$ cat config.mk
export PLATFORM = sky130hd
export DESIGN_NAME = serial_frame_parser_crc8_command
export DESIGN_NICKNAME = d
export VERILOG_FILES = /design/src/sv/sfp_pkg.sv /design/src/sv/sfp_in_reg.sv /design/src/sv/sfp_parser.sv /design/src/sv/serial_frame_parser_crc8_command.sv
export SDC_FILE = /design/constraint.sdc
export NUM_CORES = 1
export LEC_CHECK = 0
export BUFFER_PORTS_ARGS = -buffer_cell sky130_fd_sc_hd__clkbuf_2
export CAP_MARGIN = 25
export CORE_ASPECT_RATIO = 0.75
export CORE_MARGIN = 3
export CORE_UTILIZATION = 30
export CTS_BUF_LIST = sky130_fd_sc_hd__clkbuf_4
export DETAILED_ROUTE_END_ITERATION = 12
export PLACE_DENSITY = 0.57
export SLEW_MARGIN = 40
export SYNTH_ARGS = -nofsm -noshare
export SYNTH_HDL_FRONTEND = slang
export SYNTH_SLANG_ARGS = --single-unit
$ cat constraint.sdc
create_clock -name aclk -period 7.2 [get_ports aclk]
set_input_delay 1.44 -clock aclk [delete_from_list [all_inputs] [get_ports aclk]]
set_output_delay 1.44 -clock aclk [all_outputs]
set_load 0.005 [all_outputs]
$ cat src/sv/sfp_pkg.sv
// sfp_pkg: shared types, codes and the crc-8/maxim byte update for the frame parser
// no dependencies
`timescale 1ns / 1ps

package sfp_pkg;

    localparam logic [7:0] CRC_POLY      = 8'h8C;
    localparam logic [7:0] SYNC_FIRST    = 8'h55;
    localparam logic [7:0] SYNC_SECOND   = 8'hAA;
    localparam logic [7:0] REBOOT_RESET  = 8'hDA;

    localparam logic [7:0] CMD_TRIG_LOW  = 8'h00;
    localparam logic [7:0] CMD_TRIG_HIGH = 8'h01;
    localparam logic [7:0] CMD_SEL_FIRST = 8'h05;
    localparam logic [7:0] CMD_SEL_NONE  = 8'h09;
    localparam logic [7:0] CMD_SEL_THIRD = 8'h0C;
    localparam logic [7:0] CMD_SEL_SECTH = 8'h0F;
    localparam logic [7:0] CMD_SEL_SECND = 8'h15;

    localparam logic [7:0] CHAN_ONE      = 8'h01;
    localparam logic [7:0] CHAN_THREE    = 8'h03;

    localparam logic [2:0] SEL_RESET     = 3'd1;

    localparam logic REG_REBOOT_ENABLE = 1'b0;
    localparam logic REG_REBOOT_BYTE   = 1'b1;

    typedef enum logic [2:0] {
        PH_IDLE  = 3'd0,
        PH_SYNC2 = 3'd1,
        PH_CMD   = 3'd2,
        PH_LEN   = 3'd3,
        PH_DATA  = 3'd4,
        PH_CRC   = 3'd5
    } phase_t;

    typedef struct packed {
        logic       reboot_enable;
        logic [7:0] reboot_byte;
    } sfp_cfg_t;

    typedef struct packed {
        logic       frame_ok;
        logic       frame_bad;
        logic       reboot_request;
        logic [7:0] frame_command;
        logic [7:0] frame_length;
        logic [7:0] frame_first_data;
        logic       trigger_pin;
        logic [2:0] select_pins;
        logic [1:0] adc_channel;
    } sfp_result_t;

    function automatic logic [7:0] crc8_update(input logic [7:0] crc, input logic [7:0] b);
        logic [7:0] c;
        c = crc ^ b;
        for (int k = 0; k < 8; k++) begin
            if (c[0]) begin
                c = (c >> 1) ^ CRC_POLY;
            end else begin
                c = c >> 1;
            end
        end
        return c;
    endfunction

endpackage

$ cat src/sv/sfp_in_reg.sv
// sfp_in_reg: input register stage holding one received byte
// depends on nothing but the timescale
`timescale 1ns / 1ps

module sfp_in_reg (
    input  logic       aclk,
    input  logic       aresetn,
    input  logic       s_valid,
    output logic       s_ready,
    input  logic [7:0] s_byte,
    output logic       dn_valid,
    input  logic       dn_ready,
    output logic [7:0] dn_byte
);

    logic       vld_reg;
    logic [7:0] byte_reg;

    assign s_ready  = !vld_reg || dn_ready;
    assign dn_valid = vld_reg;
    assign dn_byte  = byte_reg;

    always_ff @(posedge aclk) begin
        if (!aresetn) begin
            vld_reg <= 1'b0;
        end else if (s_ready) begin
            vld_reg <= s_valid;
        end
    end

    always_ff @(posedge aclk) begin
        if (s_ready && s_valid) begin
            byte_reg <= s_byte;
        end
    end

endmodule

$ cat src/sv/sfp_parser.sv
// sfp_parser: frame state machine, crc check, command decode and result register
// depends on sfp_pkg
`timescale 1ns / 1ps

module sfp_parser (
    input  logic                aclk,
    input  logic                aresetn,
    input  sfp_pkg::sfp_cfg_t   cfg,
    input  logic                in_valid,
    output logic                in_ready,
    input  logic [7:0]          in_byte,
    output logic                res_valid,
    input  logic                res_ready,
    output sfp_pkg::sfp_result_t res
);
    import sfp_pkg::*;

    phase_t      phase_reg, phase_next;
    logic [7:0]  cnt_reg, cnt_next;
    logic [7:0]  len_reg, len_next;
    logic [7:0]  crc_reg, crc_next;
    logic [7:0]  cmd_reg, cmd_next;
    logic [7:0]  first_reg, first_next;
    logic        trig_reg, trig_next;
    logic [2:0]  sel_reg, sel_next;
    logic [1:0]  adc_reg, adc_next;
    logic        rvld_reg;
    sfp_result_t res_reg, res_next;
    logic        advance;
    logic [7:0]  crc_in;
    logic [7:0]  need;

    assign in_ready  = !rvld_reg || res_ready;
    assign advance   = in_valid && in_ready;
    assign res_valid = rvld_reg;
    assign res       = res_reg;

    // crc start value is zero at the command byte
    assign crc_in = (phase_reg == PH_CMD) ? 8'h00 : crc_reg;
    assign need   = (len_reg == 8'h00) ? 8'h01 : len_reg;

    always_ff @(posedge aclk) begin
        if (!aresetn) begin
            phase_reg <= PH_IDLE;
            cnt_reg   <= 8'h00;
            len_reg   <= 8'h00;
            crc_reg   <= 8'h00;
            cmd_reg   <= 8'h00;
            first_reg <= 8'h00;
            trig_reg  <= 1'b0;
            sel_reg   <= SEL_RESET;
            adc_reg   <= 2'd0;
            rvld_reg  <= 1'b0;
        end else begin
            if (advance) begin
                phase_reg <= phase_next;
                cnt_reg   <= cnt_next;
                len_reg   <= len_next;
                crc_reg   <= crc_next;
                cmd_reg   <= cmd_next;
                first_reg <= first_next;
                trig_reg  <= trig_next;
                sel_reg   <= sel_next;
                adc_reg   <= adc_next;
            end
            if (in_ready) begin
                rvld_reg <= in_valid;
            end
        end
    end

    always_ff @(posedge aclk) begin
        if (advance) begin
            res_reg <= res_next;
        end
    end

    always_comb begin
        phase_next = phase_reg;
        cnt_next   = cnt_reg;
        len_next   = len_reg;
        crc_next   = crc_reg;
        cmd_next   = cmd_reg;
        first_next = first_reg;
        trig_next  = trig_reg;
        sel_next   = sel_reg;
        adc_next   = adc_reg;
        res_next   = '0;
        res_next.reboot_request = cfg.reboot_enable && (in_byte == cfg.reboot_byte);

        unique case (phase_reg)
            PH_SYNC2: begin
                phase_next = (in_byte == SYNC_SECOND) ? PH_CMD : PH_IDLE;
            end
            PH_CMD: begin
                cmd_next   = in_byte;
                crc_next   = crc8_update(crc_in, in_byte);
                phase_next = PH_LEN;
            end
            PH_LEN: begin
                len_next   = in_byte;
                crc_next   = crc8_update(crc_in, in_byte);
                cnt_next   = 8'h00;
                phase_next = PH_DATA;
            end
            PH_DATA: begin
                if (cnt_reg == 8'h00) begin
                    first_next = in_byte;
                end
                if (cnt_reg < len_reg) begin
                    crc_next = crc8_update(crc_in, in_byte);
                end
                cnt_next = cnt_reg + 8'h01;
                if (cnt_next >= need) begin
                    phase_next = PH_CRC;
                end
            end
            PH_CRC: begin
                if (in_byte == crc_reg) begin
                    res_next.frame_ok = 1'b1;
                    if (len_reg == 8'h01) begin
                        unique case (cmd_reg)
                            CMD_TRIG_LOW:  trig_next = 1'b0;
                            CMD_TRIG_HIGH: trig_next = 1'b1;
                            CMD_SEL_FIRST: sel_next  = 3'd1;
                            CMD_SEL_NONE:  sel_next  = 3'd0;
                            CMD_SEL_THIRD: sel_next  = 3'd4;
                            CMD_SEL_SECTH: sel_next  = 3'd6;
                            CMD_SEL_SECND: sel_next  = 3'd2;
                            default: begin
                            end
                        endcase
                        adc_next = (first_reg == CHAN_ONE || first_reg == CHAN_THREE)
                                   ? first_reg[1:0] : 2'd0;
                    end
                end else begin
                    res_next.frame_bad = 1'b1;
                end
                crc_next   = 8'h00;
                phase_next = PH_IDLE;
            end
            default: begin
                phase_next = (in_byte == SYNC_FIRST) ? PH_SYNC2 : PH_IDLE;
            end
        endcase

        res_next.frame_command    = cmd_next;
        res_next.frame_length     = len_next;
        res_next.frame_first_data = first_next;
        res_next.trigger_pin      = trig_next;
        res_next.select_pins      = sel_next;
        res_next.adc_channel      = adc_next;
    end

`ifndef SYNTHESIS
    a_ok_bad_excl: assert property (@(posedge aclk) disable iff (!aresetn)
        rvld_reg |-> !(res_reg.frame_ok && res_reg.frame_bad))
        else $error("frame flagged good and bad together");

    a_crc_to_idle: assert property (@(posedge aclk) disable iff (!aresetn)
        (advance && phase_reg == PH_CRC) |=> (phase_reg == PH_IDLE && crc_reg == 8'h00))
        else $error("parser did not return to idle after crc byte");

    a_levels_hold: assert property (@(posedge aclk) disable iff (!aresetn)
        !(advance && phase_reg == PH_CRC) |=> ($stable(trig_reg) && $stable(sel_reg)
                                                && $stable(adc_reg)))
        else $error("pin levels changed outside a frame end");

    a_count_range: assert property (@(posedge aclk) disable iff (!aresetn)
        (phase_reg == PH_DATA) |-> (cnt_reg < len_reg || cnt_reg == 8'h00))
        else $error("data count beyond frame length");

    a_flag_needs_crc: assert property (@(posedge aclk) disable iff (!aresetn)
        (advance && phase_reg != PH_CRC) |=> (!res_reg.frame_ok && !res_reg.frame_bad))
        else $error("frame flag raised on a non-crc byte");
`endif

endmodule

$ cat src/sv/serial_frame_parser_crc8_command.sv
// Serial frame parser with CRC-8/MAXIM check: takes one received byte per request and
// returns one result per byte. A byte is held in the input register and is parsed on
// its way into the result register; one byte per cycle is sustained while the result
// side keeps up. Configuration writes are accepted at any time and take effect on the
// next parsed byte.
// depends on sfp_pkg, sfp_in_reg, sfp_parser
`timescale 1ns / 1ps

module serial_frame_parser_crc8_command (
    input  logic       aclk,
    input  logic       aresetn,
    input  logic       cfg_valid,
    output logic       cfg_ready,
    input  logic       cfg_index,
    input  logic [7:0] cfg_data,
    input  logic       s_valid,
    output logic       s_ready,
    input  logic [7:0] s_rx_byte,
    output logic       m_valid,
    input  logic       m_ready,
    output logic       m_frame_ok,
    output logic       m_frame_bad,
    output logic       m_reboot_request,
    output logic [7:0] m_frame_command,
    output logic [7:0] m_frame_length,
    output logic [7:0] m_frame_first_data,
    output logic       m_trigger_pin,
    output logic [2:0] m_select_pins,
    output logic [1:0] m_adc_channel
);
    import sfp_pkg::*;

    sfp_cfg_t    cfg_reg;
    sfp_result_t res;
    logic        pv_valid;
    logic        pv_ready;
    logic [7:0]  pv_byte;

    assign cfg_ready = 1'b1;

    always_ff @(posedge aclk) begin
        if (!aresetn) begin
            cfg_reg.reboot_enable <= 1'b1;
            cfg_reg.reboot_byte   <= REBOOT_RESET;
        end else if (cfg_valid && cfg_ready) begin
            unique case (cfg_index)
                REG_REBOOT_ENABLE: cfg_reg.reboot_enable <= cfg_data[0];
                REG_REBOOT_BYTE:   cfg_reg.reboot_byte   <= cfg_data;
                default: begin
                end
            endcase
        end
    end

    sfp_in_reg u_in_reg (
        .aclk     (aclk),
        .aresetn  (aresetn),
        .s_valid  (s_valid),
        .s_ready  (s_ready),
        .s_byte   (s_rx_byte),
        .dn_valid (pv_valid),
        .dn_ready (pv_ready),
        .dn_byte  (pv_byte)
    );

    sfp_parser u_parser (
        .aclk      (aclk),
        .aresetn   (aresetn),
        .cfg       (cfg_reg),
        .in_valid  (pv_valid),
        .in_ready  (pv_ready),
        .in_byte   (pv_byte),
        .res_valid (m_valid),
        .res_ready (m_ready),
        .res       (res)
    );

    assign m_frame_ok         = res.frame_ok;
    assign m_frame_bad        = res.frame_bad;
    assign m_reboot_request   = res.reboot_request;
    assign m_frame_command    = res.frame_command;
    assign m_frame_length     = res.frame_length;
    assign m_frame_first_data = res.frame_first_data;
    assign m_trigger_pin      = res.trigger_pin;
    assign m_select_pins      = res.select_pins;
    assign m_adc_channel      = res.adc_channel;

endmodule

======== Word-level counts from Yosys, hierarchy flattened ========
Cells that the tools add are included.
operators by class
  add/sub/neg operators ................... 1
  $lt $le $gt $ge ......................... 2
  equality and inequality tests ........... 20
  mux-type cells .......................... 77
  bitwise gates (word level) .............. 24
  reduce and logical (&&, ||, !) cells .... 18
operators with widths
  kind                   number
  $mux W8                57
  $not A2 Y3             22
  $pmux W8 S4            1
  $pmux W3 S5            2
  $eq A8 B1 Y1 const B   3
  $eq A8 B4 Y1 const B   3
  $logic_not A8 Y1       3
  $eq A8 B8 Y1           2
  $pmux W8 S2            1
  $mux W3                4
  $mux W2                5
  $add A8 B1 Y8 const B  1
  $eq A8 B2 Y1 const B   1
  $eq A8 B3 Y1 const B   1
  $eq A8 B5 Y1 const B   1
  $eq A8 B7 Y1 const B   1
  $eq A8 B8 Y1 const B   1
  $ge A8 B8 Y1           1
  $lt A8 B8 Y1           1
  $reduce_and A2 Y1      4
  $xor A8 B8 Y8          1
  $eq A3 B2 Y1 const B   2
  $eq A3 B3 Y1 const B   2
  $mux W1                6
  other kinds (10)       16
storage, ports and cells
  flip-flop bits (word level) ............. 101
  bits of input ports ..................... 22

======== Logic depth before layout (Yosys ltp) ========
Gate-level depths: netlist (run 1).
  depth after elaboration ................. 35
  mapped depth ............................ 10
  gate-level depth less buffers ........... 10

======== Hierarchy ========
Synthesis (run 1) repeated with hierarchy kept, for this count alone.
unflattened totals
  cells, all modules ...................... 547
  area total of the unflattened synthesis .. 5255.0 sq um
by module, submodules not included
  module                            instances  cells each  area an instance (sq um)  sequential area each (sq um)
  sfp_parser                        1          490         4523.1                    1991.9
  serial_frame_parser_crc8_command  1          44          434.2                     180.2
  sfp_in_reg                        1          13          297.8                     260.2

======== Worst setup path before layout (run 1) ========
OpenSTA, ideal clock, no wires.
  path kind ............................... input port to flip-flop
  from .................................... input m_ready
  to ...................................... register u_parser.res_reg, in the netlist u_parser.res[0], enable pin
  arrival ................................. 2884 ps
  required time ........................... 6790 ps
  setup slack ............................. 3906 ps
  stages on the path ...................... 4
  buffers on the path ..................... 1
  path through ............................ nor2b_1 -> nand2b_1 -> clkinv_1 -> clkbuf_1
between the ends
  longest elaborated chain between the ends .. 2
RTL lines
  item                    line                                    RTL
  start: declaration      serial_frame_parser_crc8_command.sv:20  input logic m_ready,
  $logic_or A1 B1 Y1      sfp_parser.sv:33                        assign in_ready = !rvld_reg || res_ready;
  $logic_and A1 B1 Y1     sfp_parser.sv:34                        assign advance = in_valid && in_ready;
  via u_parser.advance    sfp_parser.sv:29                        logic advance;
  end signal: assignment  sfp_parser.sv:74                        res_reg <= res_next;
  end: declaration        sfp_parser.sv:28                        sfp_result_t res_reg, res_next;
The timed path passes the listed nets, and every way through them passes these cells.
A chain may end at the register's enable or synchronous reset.

======== Final worst setup path (run 1) ========
  from .................................... input m_ready
  to ...................................... output s_ready
between the ends
  longest elaborated chain between the ends .. 2
RTL lines
  item                line                                    RTL
  $logic_or A1 B1 Y1  sfp_parser.sv:33
  $logic_or A1 B1 Y1  sfp_in_reg.sv:19                        assign s_ready = !vld_reg || dn_ready;
  end: declaration    serial_frame_parser_crc8_command.sv:17  output logic s_ready,
Every way passes these cells.

==> results of run 1 <==
## worst paths after layout
| kind | cells after the start | to | slack, ns |
|---|---|---|---|
| setup / recovery | 4 | s_ready | 3.78 |
| hold / removal | 2 | u_parser.sel_reg[2] | 0.47 |
| setup reg to reg | 5 | u_parser.res[4] | 4.30 |
| hold reg to reg | 2 | u_parser.sel_reg[2] | 0.47 |
## tightest hold or removal path, stage by stage (launching register included)
cell and delay, ns:
dfxtp_1 0.35, nand2_1 0.05, mux2i_1 0.05
## area by class of cell
type | count | share of cell area [%]
Multi-Input combinational cell | 380 | 43.3
Sequential cell | 101 | 43.0
Clock buffer | 10 | 1.33
Inverter | 21 | 1.39
Timing Repair Buffer | 60 | 5.49
Clock inverter | 6 | 0.841
Tap cell | 210 | 4.65
## placed cells by master (no fill, tap or decap), types with 3 or more instances in the layout
| cell | n |
|---|---|
| nand2_1 | 86 |
| dfxtp_1 | 60 |
| clkbuf_2 | 56 |
| nor2_1 | 46 |
| edfxtp_1 | 41 |
| a21oi_1 | 29 |
| xnor2_1 | 28 |
| nand3_1 | 20 |
| inv_1 | 20 |
| xor2_1 | 20 |
| mux2_2 | 19 |
| ha_1 | 17 |
| nor3_1 | 15 |
| clkbuf_4 | 10 |
| a211oi_1 | 8 |
| nand2b_1 | 7 |
| o21ai_0 | 6 |
| a22oi_1 | 6 |
| nor2b_1 | 5 |
| and2_1 | 5 |
| nor4_1 | 5 |
| a31oi_1 | 5 |
| a21o_1 | 5 |
| o2bb2ai_1 | 5 |
| nand4_1 | 4 |
| nor4bb_1 | 4 |
| buf_4 | 4 |
| and3_1 | 3 |
| mux2i_1 | 3 |
| clkinvlp_4 | 3 |
## stage by stage
stage / cells / instance area [um2]
detailed placement: 772 / 5530
global route: 788 / 5660
floorplan: 534 / 5100
global placement: 772 / 5520
CTS: 788 / 5660
finish: 788 / 5660
## cells by family (layout without fill, tap and decap cells)
group                      Yosys count  after routing  share of synthesized area, %
DFF                                101            101                          47.7
xor gates and xnor gates            51             51                          9.32
buffers and inverters               53             97                          4.54
muxes                               23             23                          5.07
adders and majority gates           17             17                          4.17
other                                1              1                        0.0735
and+or+nand+nor                    216            216                          20.1
AOI/OAI and AO/OA                   72             72                          9.05
## per-layer routing
metal  wire [um]  vias up  share of wire (%)
li1            -     1918                  -
met1        6180     1821                 51
met2        4960      108                 41
met3         738       10                6.1
met4         138        0                1.1
met5           0        -                  0
## power groups by stage
stage                     registers [mW]  clock network [mW]  logic, mW
final                              0.644               0.278      0.126
after global routing               0.647               0.311      0.142
after CTS                          0.644               0.288      0.127
after detailed placement           0.657                   0      0.126
after global placement             0.655                   0      0.124
after floorplan                    0.642                   0     0.0999
## Yosys cell counts (6+ instances only)
master,instances,share of area [%]
a211oi_1,8,1.2
a21oi_1,29,2.8
a22oi_1,6,0.88
buf_2,11,1.1
clkbuf_1,12,0.88
dfxtp_1,60,24
edfxtp_1,41,24
ha_1,17,4.2
inv_1,20,1.5
mux2_2,19,4.2
nand2_1,86,6.3
nand2b_1,7,0.86
nand3_1,20,2.0
nor2_1,46,3.4
nor3_1,15,1.5
o21ai_0,6,0.59
xnor2_1,28,4.8
xor2_1,20,3.4
==> run summary, run 1 <==
Die width: 157 um
Slew headroom: 52.9%
Antenna Cells: 0
R2r startpoint: u_in_reg.dn_byte[4]
Worst setup SP type: primary input
DR pass1 iterations: 4
CTS Sinks: 101
WHS: 0.474 ns
Share of layout cells above drive strength 1: 18.5%
Post-CTS Setup Repair Bufs: 0
Vias per cell: 4.89
Pre-CTS WS: 3.73 ns
Number of enable flip-flop cells after synthesis: 41
Leakage power: 2.21 nW
Nets: 612
DR vias: 3857
Power density cells: 185 mW/mm2
Row cnt: 40
Netlist cell types: 55
Area of the multi-input gates: 0.00245 mm2
Max FFs per register: 33
H-Tree Depth: 3
Setup violators final: 0
Max clock buf depth: 2
GRT Overall Usage: 13.1%
Asr flop ratio synth: 0%
Cts bufs inserted: 9
Sw Ratio: 28.1%
Family with the most delay on the worst path: simple AND/OR/NAND/NOR gates
WP data arrival: 1.98 ns
Gp weighted congestion: 0.838
Final Total Pwr: 1.05 mW
Mapped Nets: 573
Die Area: 0.0186 mm2
Crit-path cells: clkbuf_2 -> nor2b_1 -> nand2_1 -> clkbuf_2
Initial antenna violation count: 0
#FFs+latches synth: 101
Worst vdd ir: 0.0795 mV
Clock power frac: 26.6%
Data required, critical path: 5.76 ns
Initial Util: 31.3%
First-pass GRT wire length: 19.5 mm
Post-cts resize count: 0
Hold_sp: u_parser.sel_reg[2]
Fin. Hold Viols: 0
Warnings from Yosys: 0
Avg Inst Size Synth: 9.56 um2
Grt met2 use: 18.4%
Syn Std Cell Area: 0.00510 mm2
Top Ports: 58
Critical path class: primary input to output pin
TritonCTS clock tree: done
Worst-path clk slew: 0.15 ns
Switching power: 294 uW
Final WS setup: 3.78 ns
Status: complete, no violations
Combinational share of power: 12.0%
Met1 Use GR: 19.9%
Number of buffers and inverters on the critical path: 2
Worst min-delay path class: flip-flop to flip-flop
Main synth FF type: dfxtp_1
RSZ-0062 raised after global routing: false
Worst Tran Pin Value: 0.701 ns
Final WL: 12.0 mm
Worst-skew pair later-pin latency: 0.47 ns
CP Launch Point: m_ready
Fmax: 0.293 GHz
Post-Route Setup TNS: 0 ns
Core box area: 0.0163 mm2
Met3 GRT Util: 3.41%
Power Internal: 754 uW
DRC: 0
Worst Path Max Fanout: 4
Largest net degree at the start of global routing: 59
Die H: 119 um
Total gr overflow: 0
Min Clock Period, post-route: 3.42 ns
CP max stage cell: nor2b_1
DRT antenna net count: 0
DRT iter0 DRCs: 263
Worst Setup End Kind: output pin
Clock root cell: clkbuf_4
Vias in the first global route: 3689
Fin Clk Skew: 0.0258 ns
Synthesized netlist cell count: 534
CP max stage delay: 0.22 ns
Port bufs: 56
Top Usage Layer GRT: met1
Area Growth Syn to Fin: 10.8%
CTS Hold Bufs: 0
Max-slew violations: 0
Critical Path Most Common Cell: clkbuf_2
Core Util, Final: 34.7%
Filler Cell Count: 1650
Sequential element share of the synthesized area: 47.7%
Max-Cap Viols: 0
Register cell area after layout: 0.00243 mm2
DP HPWL: 8.55 mm
Seq pwr share: 61.4%
Final worst-path cycle share: 47.4%
Wire per inst: 15.3 um
No activity file was read; power rests on OpenSTA's default activity.
==> run 2: changes to the inputs <==
==> constraint.sdc (replaced) <==
create_clock -name aclk -period 3.5 [get_ports aclk]
set_input_delay 0.7 -clock aclk [delete_from_list [all_inputs] [get_ports aclk]]
set_output_delay 0.7 -clock aclk [all_outputs]
set_load 0.005 [all_outputs]
==> run summary, run 2 (synthesized netlist as in run 1, its figures left out) <==
Clock root cell: clkbuf_4 (unchanged)
Worst Tran Pin Value: 0.706 ns (was 0.701 ns)
Top Ports: 58 (unchanged)
DR vias: 3811 (was 3857)
Met3 routed WL: 557 um (was 738 um)
Largest net degree at the start of global routing: 59 (unchanged)
Data required, critical path: 3.83 ns (was 5.76 ns)
Die Area: 0.0186 mm2 (unchanged)
Most common cell after layout, fill and taps aside: nand2_1 (unchanged)
WHS: 0.421 ns (was 0.474 ns)
Core box area: 0.0163 mm2 (unchanged)
DR pass1 iterations: 4 (unchanged)
Initial antenna violation count: 0 (unchanged)
GRT Overall Usage: 13.2% (was 13.1%)
Min Clock Period, post-route: 2.65 ns
Total placed instance area: 0.00555 mm2 (was 0.00553 mm2)
WL met1: 6.43 mm (was 6.18 mm)
Final WS setup: 0.845 ns (was 3.78 ns)
Design Area, Final: 0.00567 mm2 (was 0.00566 mm2)
DRT iter0 DRCs: 283 (was 263)
Final worst-path cycle share: 75.9%
Worst vdd ir: 0.165 mV (was 0.0795 mV)
Share of layout cells above drive strength 1: 18.9% (was 18.5%)
Status: complete, no violations (unchanged)
Power density cells: 383 mW/mm2 (was 185 mW/mm2)
Slew headroom: 52.3% (was 52.9%)
Worst Setup End Kind: flip-flop (was output pin)
Worst-skew pair later-pin latency: 0.47 ns (about the same)
Gp weighted congestion: 0.828 (was 0.838)
Register cell area after layout: 0.00243 mm2 (unchanged)
Fin. Hold Viols: 0 (unchanged)
Die width: 157 um (unchanged)
RSZ-0062 raised after global routing: false (unchanged)
Die H: 119 um (unchanged)
DRC: 0 (unchanged)
Vias per cell: 4.82 (was 4.89)
Row cnt: 40 (unchanged)
Post-Route Setup TNS: 0 ns (unchanged)
Final Total Pwr: 2.17 mW (was 1.05 mW)
Wire per inst: 15.3 um (about the same)
Max clock buf depth: 2 (unchanged)
FF-to-FF setup slack: 0.85 ns (was 4.30 ns)
TritonCTS clock tree: done (unchanged)
Total gr overflow: 0 (unchanged)
CTS Sinks: 101 (unchanged)
Final WL: 12.1 mm (was 12.0 mm)
Worst-path clk slew: 0.17 ns (was 0.15 ns)
First-pass GRT wire length: 19.7 mm (was 19.5 mm)
Filler Cell Count: 1680 (was 1650)
Leakage power: 2.22 nW (was 2.21 nW)
Worst min-delay path class: primary input to flip-flop (was flip-flop to flip-flop)
Post-CTS Setup Repair Bufs: 0 (unchanged)
DP HPWL: 8.66 mm (was 8.55 mm)
Max-Cap Viols: 0 (unchanged)
H-Tree Depth: 3 (unchanged)
DP Cell Count: 775 (was 772)
Setup violators final: 0 (unchanged)
Core Util, Final: 34.8% (was 34.7%)
DRT antenna net count: 0 (unchanged)
Area of the multi-input gates: 0.00244 mm2 (was 0.00245 mm2)
Port bufs: 56 (unchanged)
Vias in the first global route: 3741 (was 3689)
Wire length on met2: 5.04 mm (was 4.96 mm)
Commonest non-fill, non-tap cells in the layout: nand2_1, dfxtp_1, clkbuf_2 (unchanged)
Initial Util: 31.3% (unchanged)
Worst setup SP type: flip-flop (was primary input)
Max FFs per register: 33 (unchanged)
Highest routed layer: met4 (unchanged)
Nets: 615 (was 612)
Cts bufs inserted: 9 (unchanged)
WP data arrival: 2.99 ns (was 1.98 ns)
Area Growth Syn to Fin: 11.2% (was 10.8%)
Non-filler cells, final: 791 (was 788)
Pre-CTS WS: 0.920 ns (was 3.73 ns)
Post-cts resize count: 0 (unchanged)
CTS Hold Bufs: 0 (unchanged)
Worst Path Max Fanout: 6 (was 4)
Max-slew violations: 0 (unchanged)
Fmax: 0.377 GHz
Fin Clk Skew: 0.0307 ns (was 0.0258 ns)
Antenna Cells: 0 (unchanged)
Critical path class: flip-flop to flip-flop (was primary input to output pin)
[run 2: layout make-up]
| class | instances | share of cell area [%] |
|---|---|---|
| inverter | 21 | 1.39 |
| sequential | 101 | 42.9 |
| timing repair buffer | 63 | 5.87 |
| clock buffer | 10 | 1.32 |
| tap | 210 | 4.63 |
| multi-input combinational | 380 | 43.0 |
| clock inverter | 6 | 0.926 |
[run 2: where the power goes]
group / internal (mW) / leakage, nW / switching (mW)
registers: 1.27 / 0.879 / 0.0448
logic: 0.120 / 1.27 / 0.150
clock network: 0.168 / 0.0724 / 0.418
total: 1.56 / 2.22 / 0.613
[run 2: worst max-delay path, stage by stage (launching register included)]
cell       delay, ns
dfxtp_1         0.47
and3_1          0.24
and3_1          0.27
nand3_1         0.12
xnor2_1         0.22
ha_1            0.28
a211oi_1        0.35
o2111ai_1       0.21
nand2_1         0.17
o21bai_1        0.12
a31oi_1         0.08
[run 2: per-layer routing]
layer  GRT usage [%]  up-vias
met3            3.16        7
met5               0        -
li1                -     1918
met2            18.6       80
met4            2.62        0
met1            20.4     1806
[run 2: final timing paths]
check / start / endpoint / cells past startpoint
max: u_parser.cnt_reg[2] / u_parser.phase_reg[0] / 10
min: s_rx_byte[2] / u_in_reg.dn_byte[2] / 1
max reg2reg: u_parser.cnt_reg[2] / u_parser.phase_reg[0] / 10
min reg2reg: u_parser.adc_reg[0] / u_parser.adc_reg[0] / 2
==> run 3: changes to the inputs <==
--- a/config.mk
+++ b/config.mk
@@ -12,7 +12,7 @@
 export CORE_UTILIZATION = 30
 export CTS_BUF_LIST = sky130_fd_sc_hd__clkbuf_4
 export DETAILED_ROUTE_END_ITERATION = 12
-export PLACE_DENSITY = 0.57
+export PLACE_DENSITY = 0.58
 export SLEW_MARGIN = 40
 export SYNTH_ARGS = -nofsm -noshare
 export SYNTH_HDL_FRONTEND = slang
==> constraint.sdc (replaced) <==
create_clock -name aclk -period 2.4 [get_ports aclk]
set_input_delay 0.48 -clock aclk [delete_from_list [all_inputs] [get_ports aclk]]
set_output_delay 0.48 -clock aclk [all_outputs]
set_load 0.005 [all_outputs]
==> run summary, run 3 (synthesized netlist as in run 1, its figures left out) <==
Status: complete, no violations (unchanged)
Worst Setup End Kind: flip-flop (unchanged)
Worst Tran Pin Value: 0.568 ns (was 0.706 ns)
Max clock buf depth: 2 (unchanged)
Worst setup SP type: flip-flop (unchanged)
Setup violators final: 0 (unchanged)
Die width: 157 um (unchanged)
CP endpoint: u_parser.res[4] (was u_parser.phase_reg[0])
Total placed instance area: 0.00568 mm2 (was 0.00555 mm2)
Commonest non-fill, non-tap cells in the layout: nand2_1, dfxtp_1, clkbuf_2 (unchanged)
Area Growth Syn to Fin: 14.4% (was 11.2%)
Antenna Cells: 0 (unchanged)
Met3 routed WL: 830 um (was 557 um)
Cts bufs inserted: 9 (unchanged)
Post-CTS Setup Repair Bufs: 0 (unchanged)
Nets: 631 (was 615)
Power density cells: 541 mW/mm2 (was 383 mW/mm2)
Highest routed layer: met4 (unchanged)
Total gr overflow: 0 (unchanged)
Fmax: 0.435 GHz (was 0.377 GHz)
Core box area: 0.0163 mm2 (unchanged)
WP data arrival: 2.53 ns (was 2.99 ns)
Worst R2R Path Depth: 5 (was 10)
Share of layout cells above drive strength 1: 21.9% (was 18.9%)
DRT iter0 DRCs: 275 (was 283)
Slew headroom: 62.0% (was 52.3%)
Max FFs per register: 33 (unchanged)
TritonCTS clock tree: done (unchanged)
FF-to-FF setup slack: 0.10 ns (was 0.85 ns)
Worst vdd ir: 0.201 mV (was 0.165 mV)
Worst-path clk slew: 0.17 ns (about the same)
Leakage power: 2.33 nW (was 2.22 nW)
Max-slew violations: 0 (unchanged)
Wire per inst: 15.5 um (was 15.3 um)
Most common cell after layout, fill and taps aside: nand2_1 (unchanged)
Worst-skew pair later-pin latency: 0.46 ns (was 0.47 ns)
First-pass GRT wire length: 20.1 mm (was 19.7 mm)
RSZ-0062 raised after global routing: false (unchanged)
Final worst-path cycle share: 95.7% (was 75.9%)
Die Area: 0.0186 mm2 (unchanged)
Worst Path Max Fanout: 4 (was 6)
Vias per cell: 4.91 (was 4.82)
DR pass1 iterations: 5 (was 4)
Pre-CTS WS: 0.0543 ns (was 0.920 ns)
Wire length on met2: 5.52 mm (was 5.04 mm)
Port bufs: 56 (unchanged)
CTS Sinks: 101 (unchanged)
Top Ports: 58 (unchanged)
Fin. Hold Viols: 0 (unchanged)
Critical path class: flip-flop to flip-flop (unchanged)
Fin Clk Skew: 0.0270 ns (was 0.0307 ns)
Row cnt: 40 (unchanged)
DRT antenna net count: 0 (unchanged)
Initial Util: 31.3% (unchanged)
H-Tree Depth: 3 (unchanged)
Worst reg2reg path endpoint: u_parser.res[4] (was u_parser.phase_reg[0])
Largest net degree at the start of global routing: 59 (unchanged)
CP Launch Point: u_parser.len_reg[3] (was u_parser.cnt_reg[2])
Vias in the first global route: 3790 (was 3741)
Final WS setup: 0.102 ns (was 0.845 ns)
Min Clock Period, post-route: 2.30 ns (was 2.65 ns)
Initial antenna violation count: 0 (unchanged)
DRC: 0 (unchanged)
DR vias: 3966 (was 3811)
Data required, critical path: 2.63 ns (was 3.83 ns)
GRT Overall Usage: 13.6% (was 13.2%)
Post-Route Setup TNS: 0 ns (unchanged)
Design Area, Final: 0.00584 mm2 (was 0.00567 mm2)
Worst min-delay path class: primary input to flip-flop (unchanged)
Final WL: 12.5 mm (was 12.1 mm)
R2r startpoint: u_parser.len_reg[3] (was u_parser.cnt_reg[2])
Clock root cell: clkbuf_4 (unchanged)
Die H: 119 um (unchanged)
Max-Cap Viols: 0 (unchanged)
WL met1: 6.09 mm (was 6.43 mm)
DP HPWL: 8.99 mm (was 8.66 mm)
Gp weighted congestion: 0.848 (was 0.828)
[run 3: cell count changes in the layout (fill, tap and decap cells not counted), moves of 2 or more]
| cell | previous run | this run |
|---|---|---|
| buf_4 | 7 | 22 |
| dfxtp_1 | 60 | 58 |
| inv_6 | 4 | 2 |
| clkinvlp_4 | 0 | 2 |
[run 3: cell type report]
class	count	area, um2
Clock buffer	9	67.6
Fill cell	1654	10500
Clock inverter	7	56.3
Inverter	21	78.8
Tap cell	210	263
Sequential cell	101	2440
Timing Repair Buffer	79	465
Multi-Input combinational cell	380	2470
[run 3: how the worst min path moves through the flow]
| stage | slack, ns | depth (start not counted) | startpoint | to |
|---|---|---|---|---|
| 2_1_floorplan | 0.43 | 2 | u_parser.sel_reg[1] | u_parser.sel_reg[1] |
| 3_3_place_gp | 0.44 | 2 | u_parser.adc_reg[1] | u_parser.adc_reg[1] |
| 3_5_place_dp | 0.45 | 2 | u_parser.adc_reg[0] | u_parser.adc_reg[0] |
| 4_1_cts | 0.14 | 1 | s_rx_byte[1] | u_in_reg.dn_byte[1] |
| 5_1_grt | 0.14 | 1 | s_rx_byte[1] | u_in_reg.dn_byte[1] |
| 6_report | 0.19 | 1 | s_rx_byte[0] | u_in_reg.dn_byte[0] |
[run 3: critical path, stage by stage (launching register included)]
cell and delay (ns):
dfxtp_1 0.37, nor4_1 0.41, nand4_1 0.28, nor4_4 0.26, or3b_4 0.44, mux2_4 0.30
[run 3: routing by layer]
layer / vias up / GRT usage (%)
met5: - / 0
met4: 0 / 3.01
met3: 11 / 3.12
met2: 123 / 20.0
met1: 1869 / 20.2
li1: 1963 / -
[run 3: stage by stage]
step	hold slack, ns	std cells	total power, mW	utilization [%]
CTS	0.140	807	3.21	35.6
floorplan	0.432	534	2.23	-
global placement	0.441	791	2.36	34.8
finish	0.190	807	3.16	35.8
detailed placement	0.452	791	2.37	34.8
global route	0.137	807	3.33	35.8
[run 3: report_power, final]
group	internal, mW	switching [mW]	leakage, nW
Clock	0.226	0.594	0.0625
Sequential	1.86	0.0426	0.880
Combinational	0.188	0.252	1.38
[run 3: repair_timing]
item	in CTS	in global routing
endpoints found under the hold margin	0	0
endpoints found under the setup margin	0	5
resized for setup	0	8
hold buffers	0	0
